$ cat config.mk
export PLATFORM = sky130hd
export DESIGN_NAME = base64_lenient_decoder
export DESIGN_NICKNAME = d
export VERILOG_FILES = /design/src/hdl/b64d_pkg.sv /design/src/hdl/b64d_classify.sv /design/src/hdl/b64d_accum.sv /design/src/hdl/base64_lenient_decoder.sv
export SDC_FILE = /design/constraint.sdc
export NUM_CORES = 1
export LEC_CHECK = 0
export ABC_AREA = 1
export BUFFER_PORTS_ARGS = -buffer_cell sky130_fd_sc_hd__buf_2
export CORE_MARGIN = 2
export CORE_UTILIZATION = 60
export DETAILED_ROUTE_END_ITERATION = 16
export PLACE_DENSITY_LB_ADDON = 0.3
export SLEW_MARGIN = 15
export SYNTH_ARGS = -nofsm -noshare
export SYNTH_HDL_FRONTEND = slang
export SYNTH_SLANG_ARGS = --single-unit
$ cat constraint.sdc
create_clock -name clk -period 2.4 [get_ports clk]
set_input_delay 0.24 -clock clk [delete_from_list [all_inputs] [get_ports clk]]
set_output_delay 0.24 -clock clk [all_outputs]
set_load 0.02 [all_outputs]
$ cat src/hdl/b64d_pkg.sv
package b64d_pkg;

    // Longest stream the byte counter is sized for, in input characters.
    localparam longint unsigned MAX_IN_CHARS = 64'd16777215;

    localparam int COUNT_W = 24;

    // Three bytes per started group of four characters, capped at the counter width.
    localparam longint unsigned COUNT_RAW  = ((MAX_IN_CHARS + 64'd3) / 64'd4) * 64'd3;
    localparam longint unsigned COUNT_MAXV = (64'd1 << COUNT_W) - 64'd1;
    localparam logic [COUNT_W-1:0] COUNT_LIMIT =
        (COUNT_RAW > COUNT_MAXV) ? COUNT_MAXV[COUNT_W-1:0] : COUNT_RAW[COUNT_W-1:0];

    typedef enum logic [1:0] {
        SYM_DATA = 2'd0,
        SYM_SKIP = 2'd1,
        SYM_BAD  = 2'd2
    } sym_kind_t;

    typedef struct packed {
        sym_kind_t   kind;
        logic [5:0]  value;
    } sym_t;

    typedef enum logic [1:0] {
        PH_FIRST  = 2'd0,
        PH_SECOND = 2'd1,
        PH_THIRD  = 2'd2,
        PH_FOURTH = 2'd3
    } phase_t;

endpackage

$ cat src/hdl/b64d_classify.sv
module b64d_classify (
    input  logic [7:0]    in_char,
    output b64d_pkg::sym_t sym
);

    logic [7:0] upper_off;
    logic [7:0] lower_off;
    logic [7:0] digit_off;

    assign upper_off = in_char - 8'h41;
    assign lower_off = in_char - 8'h61 + 8'd26;
    assign digit_off = in_char - 8'h30 + 8'd52;

    // Both alphabets map onto one 6-bit symbol; whitespace and padding are skipped.
    always_comb
    begin
        sym.kind  = b64d_pkg::SYM_BAD;
        sym.value = 6'd0;
        case (in_char) inside
            [8'h41:8'h5A]:
            begin
                sym.kind  = b64d_pkg::SYM_DATA;
                sym.value = upper_off[5:0];
            end
            [8'h61:8'h7A]:
            begin
                sym.kind  = b64d_pkg::SYM_DATA;
                sym.value = lower_off[5:0];
            end
            [8'h30:8'h39]:
            begin
                sym.kind  = b64d_pkg::SYM_DATA;
                sym.value = digit_off[5:0];
            end
            8'h2B, 8'h2D:
            begin
                sym.kind  = b64d_pkg::SYM_DATA;
                sym.value = 6'd62;
            end
            8'h2F, 8'h5F:
            begin
                sym.kind  = b64d_pkg::SYM_DATA;
                sym.value = 6'd63;
            end
            8'h09, 8'h0A, 8'h0D, 8'h20, 8'h3D:
            begin
                sym.kind  = b64d_pkg::SYM_SKIP;
            end
            default:
            begin
                sym.kind  = b64d_pkg::SYM_BAD;
            end
        endcase
    end

endmodule

$ cat src/hdl/b64d_accum.sv
module b64d_accum (
    input  logic                             clk,
    input  logic                             rst_n,
    input  logic                             sym_valid,
    input  b64d_pkg::sym_t                   sym,
    input  logic                             sym_last,
    output logic                             room,
    output logic                             res_valid,
    input  logic                             res_stall,
    output logic [7:0]                       out_byte,
    output logic                             byte_valid,
    output logic                             stream_done,
    output logic                             bad_char,
    output logic [b64d_pkg::COUNT_W-1:0]     byte_count
);

    b64d_pkg::phase_t                 phase_reg, phase_next;
    logic [7:0]                       partial_reg, partial_next;
    logic                             error_reg, error_next;
    logic [b64d_pkg::COUNT_W-1:0]     count_reg, count_next;

    logic                             res_valid_reg;
    logic [7:0]                       out_byte_reg, out_byte_next;
    logic                             byte_valid_reg, byte_valid_next;
    logic                             done_reg;
    logic                             bad_reg;
    logic [b64d_pkg::COUNT_W-1:0]     res_count_reg;

    logic                             take;
    logic                             use_sym;

    // The result register frees up when it is empty or being taken this cycle.
    assign room    = !res_valid_reg || !res_stall;
    assign take    = sym_valid && room;
    assign use_sym = (sym.kind == b64d_pkg::SYM_DATA) && !error_reg;

    always_comb
    begin
        phase_next      = phase_reg;
        partial_next    = partial_reg;
        error_next      = error_reg || (sym.kind == b64d_pkg::SYM_BAD);
        count_next      = count_reg;
        out_byte_next   = 8'd0;
        byte_valid_next = 1'b0;
        if (use_sym)
        begin
            unique case (phase_reg)
                b64d_pkg::PH_FIRST:
                begin
                    partial_next = {sym.value, 2'b00};
                end
                b64d_pkg::PH_SECOND:
                begin
                    out_byte_next   = partial_reg | {6'd0, sym.value[5:4]};
                    partial_next    = {sym.value[3:0], 4'd0};
                    byte_valid_next = 1'b1;
                end
                b64d_pkg::PH_THIRD:
                begin
                    out_byte_next   = partial_reg | {4'd0, sym.value[5:2]};
                    partial_next    = {sym.value[1:0], 6'd0};
                    byte_valid_next = 1'b1;
                end
                b64d_pkg::PH_FOURTH:
                begin
                    out_byte_next   = partial_reg | {2'd0, sym.value};
                    partial_next    = 8'd0;
                    byte_valid_next = 1'b1;
                end
                default:
                begin
                    partial_next = partial_reg;
                end
            endcase
            phase_next = b64d_pkg::phase_t'(phase_reg + 2'd1);
            if (byte_valid_next && (count_reg < b64d_pkg::COUNT_LIMIT))
            begin
                count_next = count_reg + 1'b1;
            end
        end
    end

    always_ff @(posedge clk or negedge rst_n)
    begin
        if (!rst_n)
        begin
            phase_reg     <= b64d_pkg::PH_FIRST;
            partial_reg   <= 8'd0;
            error_reg     <= 1'b0;
            count_reg     <= '0;
            res_valid_reg <= 1'b0;
        end
        else
        begin
            if (room)
            begin
                res_valid_reg <= sym_valid;
            end
            if (take)
            begin
                if (sym_last)
                begin
                    phase_reg   <= b64d_pkg::PH_FIRST;
                    partial_reg <= 8'd0;
                    error_reg   <= 1'b0;
                    count_reg   <= '0;
                end
                else
                begin
                    phase_reg   <= phase_next;
                    partial_reg <= partial_next;
                    error_reg   <= error_next;
                    count_reg   <= count_next;
                end
            end
        end
    end

    always_ff @(posedge clk)
    begin
        if (take)
        begin
            out_byte_reg   <= out_byte_next;
            byte_valid_reg <= byte_valid_next;
            done_reg       <= sym_last;
            bad_reg        <= error_next;
            res_count_reg  <= count_next;
        end
    end

    assign res_valid   = res_valid_reg;
    assign out_byte    = out_byte_reg;
    assign byte_valid  = byte_valid_reg;
    assign stream_done = done_reg;
    assign bad_char    = bad_reg;
    assign byte_count  = res_count_reg;

endmodule

$ cat src/hdl/base64_lenient_decoder.sv
// Channel  | Handshake                    | Payload
// ---------+------------------------------+------------------------------------------
// input    | char_valid / char_stall      | in_char[7:0], last_char
// result   | res_valid / res_stall        | out_byte[7:0], byte_valid, stream_done,
//          |                              | bad_char, byte_count[23:0]
//
// One word in, one word out, one word per clock sustained while res_stall is
// low. A word is held in the input register, where it is classified, and moves
// into the result register once that register has room; its result is then
// presented there until taken.
// Reset (rst_n, asynchronous, active low) empties both registers and clears the
// decode state. A stall on a full result register holds it and, when the input
// register is also full, raises char_stall in the same cycle.
module base64_lenient_decoder (
    input  logic                             clk,
    input  logic                             rst_n,
    input  logic                             char_valid,
    output logic                             char_stall,
    input  logic [7:0]                       in_char,
    input  logic                             last_char,
    output logic                             res_valid,
    input  logic                             res_stall,
    output logic [7:0]                       out_byte,
    output logic                             byte_valid,
    output logic                             stream_done,
    output logic                             bad_char,
    output logic [b64d_pkg::COUNT_W-1:0]     byte_count
);

    logic            in_valid_reg;
    logic [7:0]      char_reg;
    logic            last_reg;
    logic            room;
    b64d_pkg::sym_t  sym;

    // The input register moves on whenever the result register can take its word.
    assign char_stall = in_valid_reg && !room;

    always_ff @(posedge clk or negedge rst_n)
    begin
        if (!rst_n)
        begin
            in_valid_reg <= 1'b0;
        end
        else if (!char_stall)
        begin
            in_valid_reg <= char_valid;
        end
    end

    always_ff @(posedge clk)
    begin
        if (char_valid && !char_stall)
        begin
            char_reg <= in_char;
            last_reg <= last_char;
        end
    end

    // Character to 6-bit symbol, skip or bad.
    b64d_classify u_classify (
        .in_char (char_reg),
        .sym     (sym)
    );

    // Bit accumulator, sticky error, byte counter and the result register.
    b64d_accum u_accum (
        .clk         (clk),
        .rst_n       (rst_n),
        .sym_valid   (in_valid_reg),
        .sym         (sym),
        .sym_last    (last_reg),
        .room        (room),
        .res_valid   (res_valid),
        .res_stall   (res_stall),
        .out_byte    (out_byte),
        .byte_valid  (byte_valid),
        .stream_done (stream_done),
        .bad_char    (bad_char),
        .byte_count  (byte_count)
    );

endmodule
==> summary.txt, run 1 <==
Final Total Pwr: 4672 uW
Maximum number of pins on one net before global-route repair: 37
Maximum single-stage delay on the critical path: 510 ps
Ratio of total power to cell area: 819.5 nW/um2
Final HPWL DP: 8452 um
Layout net count: 753
Number of enable-type register cells in the synthesized netlist: 44
Syn Nets: 689
Number of standard cells after synthesis: 661
DRC errors left: 0
Bufs on Longest Clock Path: 2
Placeable Area: 8217 um2
CP max-delay cell: sky130_fd_sc_hd__edfxtp_1
Global placement routability congestion: 0.9877
Final setup violation count: 0
Number of port buffers: 49
Area leader, netlist: sky130_fd_sc_hd__edfxtp_1
Number of unique standard cell types used by synthesis: 35
Vias after detailed routing: 4,494
Final routed wirelength across all metal layers: 11,890 um
Period Utilization, post-route: 0.9477
Data required time at the worst endpoint: 2510 ps
Net switching power: 1916 uW
Fin. max-slew vios: 0
Number of failing hold endpoints at the final stage: 0
Setup Crit Path Kind: flop to flop
Actual slew at the worst max-slew pin: 825.8 ps
Result of the run: completed
Congestion Overflow GR: 0
Cells taking the most area after synthesis: sky130_fd_sc_hd__edfxtp_1, sky130_fd_sc_hd__nand2_1, sky130_fd_sc_hd__dfrtp_1
Endpoint kind of the worst setup timing path: flop
Clock period minus final worst setup slack: 2275 ps
Clock sinks: 79
Clk Latency, worst-skew pair: 360 ps
Share of Yosys cell area claimed by the top area cell type: 0.2609
Routed Antenna Nets: 0
Chain of cells forming the critical path: buf_4 > ha_1 > nand2_2 > a21oi_2 > a21boi_2 > nand4_1 > nand3_1 > nand2_1 > o21ai_0 > inv_1
Largest voltage drop on the vdd net: 0.5410 mV
Async set or reset register ratio after synthesis: 0.4430
Worst hold slack: 57.04 ps
Bufs and invs on worst path: 2
Chip width: 95.88 um
Layout cell share with drive strength beyond 1: 0.1975
Sequential cell fraction of total power: 0.431
Part of the total power dissipated in combinational logic: 0.387
Layout area overhead: 12.55%
Number of top-level design ports: 50
Vert. Die Dim: 95.88 um
Share of total power in the clock network: 0.182
Maximum fanout along the worst path: 7
Relative max-transition margin: 0.4495
Critical path data arrival time: 2390 ps
Setup TNS Final: 0 ps
Average cell area after synthesis: 7.662 um2
Highest-count cells in the layout ignoring fill and taps: sky130_fd_sc_hd__nand2_1, sky130_fd_sc_hd__nand3_1, sky130_fd_sc_hd__nor2_1
Maximum Capacitance Violations: 0
Number of detailed-routing iterations run before antenna repair: 5
DIE AREA: 9192 um2
Via count of the first global-routing pass: 3,920
ANT cells: 0
TritonCTS Buffers: 9
Warnings from Yosys: 0
CTS tree: yes
Startpoint class of the critical path: flop
Netlist area before placement: 5065 um2
Most frequent standard cell in the layout excluding fill and tap cells: sky130_fd_sc_hd__nand2_1
Initial antenna violation count: 0
Standard-cell rows: 33
F_max: 439.6 MHz
First DRT Iteration DRCs: 392
Share of the yosys chip area belonging to registers: 0.4338
Clock slew seen by the registers of the worst setup and hold paths: 70 ps
Total routing usage reported by global routing: 0.2626
Internal Power: 2755 uW
Cell family with the largest share of critical-path delay: simple AND/OR/NAND/NOR gates
Leak pwr: 0.002641 uW
Detailed-route vias per instance: 5.388
Setup Skew: 9.824 ps
Number of register bits inferred by synthesis: 79
Commonest register cell after synthesis: sky130_fd_sc_hd__edfxtp_1
Detail-routed net length per standard cell: 14.26 um
Count of H-tree levels built during CTS: 3
Switching share of power: 0.4102
Clock tree root driver cell: sky130_fd_sc_hd__clkbuf_8
Class of the tightest hold or removal check: primary input to flop
RSZ-0062 raised after global routing: true
Wire length of the first global-routing pass: 18,530 um
Starting utilization of the core area: 0.6164
[stage by stage]
| stage | instance area, um2 | util | std cells | setup slack, ps |
|---|---|---|---|---|
| 2_1_floorplan | 5065 | - | 661 | 263.7 |
| 3_3_place_gp | 5439 | 0.6619 | 810 | 162.9 |
| 3_5_place_dp | 5439 | 0.6619 | 810 | 55.87 |
| 4_1_cts | 5604 | 0.6820 | 826 | 38.97 |
| 5_1_grt | 5700 | 0.6938 | 834 | -48.31 |
| 6_report | 5700 | 0.6938 | 834 | 125.4 |
[layer usage]
metal | vias to the layer above | wire length (um) | global-route usage
met5 | - | 0 | 0
met4 | 0 | 221 | 0.09286
met3 | 18 | 957 | 0.04307
met2 | 218 | 5187 | 0.3811
met1 | 2007 | 5522 | 0.3966
li1 | 2251 | - | -
[power by group through the flow]
| stage | Sequential (uW) | Combinational [uW] | Clock [uW] |
|---|---|---|---|
| after floorplan | 2100 | 1210 | 0 |
| after global placement | 2020 | 1680 | 0 |
| after detailed placement | 2030 | 1730 | 0 |
| after CTS | 2000 | 1740 | 852 |
| after global routing | 2050 | 2010 | 902 |
| final | 2010 | 1810 | 850 |
[what timing repair did]
| item | 4_1_cts | 5_1_grt |
|---|---|---|
| endpoints found under the hold margin | 8 | 0 |
| endpoints found under the setup margin | 0 | 49 |
| resized for setup | 0 | 6 |
| buffers inserted | 0 | 7 |
| hold buffers | 1 | 0 |
[cell type report]
| class | count | area [um2] |
|---|---|---|
| Fill cell | 668 | 2516 |
| Tap cell | 105 | 131.4 |
| Clock buffer | 11 | 131.4 |
| Multi-Input combinational cell | 507 | 2535 |
| Sequential cell | 79 | 2197 |
| Clock inverter | 4 | 23.77 |
| Inverter | 56 | 215.2 |
| Timing Repair Buffer | 72 | 466.7 |
[cells in the mapped netlist (all sizes together), types with 8 or more instances]
cell type	n
nand2	285
nand3	64
nor2	56
inv	55
o21ai	46
edfxtp	44
dfrtp	35
ha	15
xor2	13
buf	11
a21oi	8
clkbuf	8
[path summary, 6_finish.rpt]
path / slack, ps / startpoint / endpoint / cells past startpoint
max in group asynchronous: 1360 / rst_n / u_accum.error_reg$_DFFE_PN0P_ / 2
hold / removal: 60 / in_char[4] / char_reg[4]$_DFFE_PP_ / 1
setup reg to reg: 130 / char_reg[3]$_DFFE_PP_ / u_accum.out_byte[0]$_SDFFCE_PP0P_ / 10
hold reg to reg: 480 / u_accum.partial_reg[7]$_DFFE_PN0P_ / u_accum.partial_reg[7]$_DFFE_PN0P_ / 2
setup / recovery: 130 / char_reg[3]$_DFFE_PP_ / u_accum.out_byte[0]$_SDFFCE_PP0P_ / 10
min in group asynchronous: 510 / rst_n / u_accum.partial_reg[7]$_DFFE_PN0P_ / 2
[cell families after synthesis]
family,Yosys count,synth area share
adders and majority gates,15,0.03706
DFF,79,0.4338
muxes,1,0.001976
buffers and inverters,75,0.06868
and+or+nand+nor,416,0.3587
xor gates and xnor gates,20,0.03459
AOI/OAI and AO/OA,55,0.06522
(Power assumes the default switching activity.)
==> inputs of run 2 (changes only) <==
- CORE_UTILIZATION: 60 -> 54
==> summary.txt, run 2 (synthesis gave the netlist of run 1 again) <==
Clk Latency, worst-skew pair: 360 ps (about the same)
Number of port buffers: 49 (unchanged)
Bufs on Longest Clock Path: 2 (unchanged)
Maximum fanout along the worst path: 6 (-1)
Initial antenna violation count: 0 (unchanged)
Cell family with the largest share of critical-path delay: simple AND/OR/NAND/NOR gates
Final Total Pwr: 4828 uW (+3.3%)
DRC errors left: 0 (unchanged)
Share of the core filled with cells: 0.6227 (-0.07108)
Number of gates on the worst path with buffers counted: 10 (unchanged)
Maximum Capacitance Violations: 0 (unchanged)
Number of top-level design ports: 50 (unchanged)
Layout area overhead: 12.52% (about the same)
F_max: 448.8 MHz (+2.1%)
Relative max-transition margin: 0.4022 (-0.04725)
Total routing usage reported by global routing: 0.2359 (-0.02675)
Largest voltage drop on the vdd net: 0.3661 mV (-32%)
Clock sinks: 79 (unchanged)
Vert. Die Dim: 100.8 um (+5.2%)
Number of failing hold endpoints at the final stage: 0 (unchanged)
Cell Count Post-Placement: 814 (+0.49%)
Layout net count: 747 (-0.80%)
Highest-count cells in the layout ignoring fill and taps: sky130_fd_sc_hd__nand2_1, sky130_fd_sc_hd__nand3_1, sky130_fd_sc_hd__nor2_1
Period Utilization, post-route: 0.9283 (-0.01944)
RSZ-0062 raised after global routing: false
Endpoint kind of the worst setup timing path: flop
Final routed wirelength across all metal layers: 11,790 um (-0.85%)
R2r worst-path depth: 10 (unchanged)
Final setup violation count: 0 (unchanged)
Clock slew seen by the registers of the worst setup and hold paths: 90 ps (+20 ps)
Setup Crit Path Kind: flop to flop
Global placement routability congestion: 0.9695 (-1.8%)
Congestion Overflow GR: 0 (unchanged)
Hold-fix buffers at CTS: 0 (-1)
Result of the run: completed
Vias after detailed routing: 4,411 (-1.8%)
Maximum single-stage delay on the critical path: 420 ps (-90 ps)
Data required time at the worst endpoint: 2700 ps (+190 ps)
First DRT Iteration DRCs: 249 (-36%)
Clock tree root driver cell: sky130_fd_sc_hd__clkbuf_8
Count of non-filler cells in the finished layout: 835 (+0.12%)
Detail-routed net length per standard cell: 14.12 um (-0.97%)
Standard-cell rows: 35 (+6.1%)
Setup TNS Final: 0 ps (unchanged)
CTS tree: yes
Wire length of the first global-routing pass: 18,920 um (+2.1%)
Critical path data arrival time: 2530 ps (+140 ps)
Detailed-route vias per instance: 5.283 (-2.0%)
Count of H-tree levels built during CTS: 3 (unchanged)
Layout cell share with drive strength beyond 1: 0.1906 (-0.006923)
Chip width: 100.8 um (+5.2%)
Slack of the worst reg-to-reg path: 170 ps (+50 ps)
Critical path's most frequent cell: sky130_fd_sc_hd__nand2_1
Leak pwr: 0.002631 uW (-0.37%)
Clock period minus final worst setup slack: 2228 ps (-46.65 ps)
Routed Antenna Nets: 0 (unchanged)
CP max-delay cell: sky130_fd_sc_hd__dfrtp_1
Most frequent standard cell in the layout excluding fill and tap cells: sky130_fd_sc_hd__nand2_1
Bufs and invs on worst path: 0 (-2)
Via count of the first global-routing pass: 3,955 (+0.89%)
DIE AREA: 10,170 um2 (+11%)
Final HPWL DP: 8289 um (-1.9%)
Maximum number of pins on one net before global-route repair: 37 (unchanged)
Actual slew at the worst max-slew pin: 896.7 ps (+70.88 ps)
ANT cells: 0 (unchanged)
Number of detailed-routing iterations run before antenna repair: 5 (unchanged)
Starting utilization of the core area: 0.5534 (-0.06303)
Startpoint class of the critical path: flop
Placeable Area: 9153 um2 (+11%)
Fin. max-slew vios: 0 (unchanged)
Setup Skew: 10.73 ps (+0.9108 ps)
Class of the tightest hold or removal check: primary input to async pin
Ratio of total power to cell area: 847.1 nW/um2 (+3.4%)
TritonCTS Buffers: 9 (unchanged)
Chain of cells forming the critical path: ha_1 > nand3_1 > nor2_1 > nand3_1 > xor2_1 > nand2_1 > o21ai_0 > o21ai_1 > nand2_1 > nand2_1
==> run 2: layer usage <==
| metal | wire length (um) | vias to the layer above | part of all wire | track usage |
|---|---|---|---|---|
| met5 | 0 | - | 0 | 0 |
| met4 | 78 | 0 | 0.0066 | 0.05163 |
| met3 | 756 | 10 | 0.064 | 0.03814 |
| met2 | 5215 | 155 | 0.44 | 0.3595 |
| met1 | 5739 | 2016 | 0.49 | 0.3554 |
| li1 | - | 2230 | - | - |
==> run 2: path summary, 6_finish.rpt <==
kind / start / to
max in group asynchronous: rst_n / u_accum.count_reg[9]$_DFFE_PN0P_
min: rst_n / u_accum.count_reg[5]$_DFFE_PN0P_
min reg2reg: u_accum.partial_reg[6]$_DFFE_PN0P_ / u_accum.partial_reg[6]$_DFFE_PN0P_
max: u_accum.count_reg[1]$_DFFE_PN0P_ / u_accum.count_reg[14]$_DFFE_PN0P_
min in group clk: in_char[1] / char_reg[1]$_DFFE_PP_
max reg2reg: u_accum.count_reg[1]$_DFFE_PN0P_ / u_accum.count_reg[14]$_DFFE_PN0P_
==> run 2: power breakdown <==
part / internal (uW) / switching (uW) / leakage [uW]
combinational: 622 / 1160 / 0.00163
clock: 513 / 530 / 0.0000989
sequential: 1760 / 245 / 0.000906
total: 2890 / 1930 / 0.00263
==> run 2: cell type report <==
| cell class | instances | area (um2) |
|---|---|---|
| inverters | 56 | 215.2 |
| well taps | 111 | 138.9 |
| clock buffers | 10 | 137.6 |
| repair buffers | 66 | 420.4 |
| flip-flops and latches | 79 | 2197 |
| multi-input cells | 507 | 2522 |
| fillers | 812 | 3453 |
| clock inverters | 6 | 67.56 |
==> run 2: timing repair <==
item                                    in CTS  in global routing
endpoints found under the setup margin       0                 51
gates resized for setup                      0                  1
setup buffers                                0                  4
hold endpoints to repair                     0                  0
==> run 2: through the flow <==
| stage | instance area, um2 | hold WS (ps) | worst slack (ps) |
|---|---|---|---|
| 4_1_cts | 5637 | 38.45 | 63.20 |
| 3_3_place_gp | 5431 | 416.6 | 162.6 |
| 6_report | 5699 | 5.090 | 172.1 |
| 3_5_place_dp | 5431 | 418.1 | 89.22 |
| 5_1_grt | 5699 | 44.12 | 8.406 |
| 2_1_floorplan | 5065 | -55.59 | 263.7 |
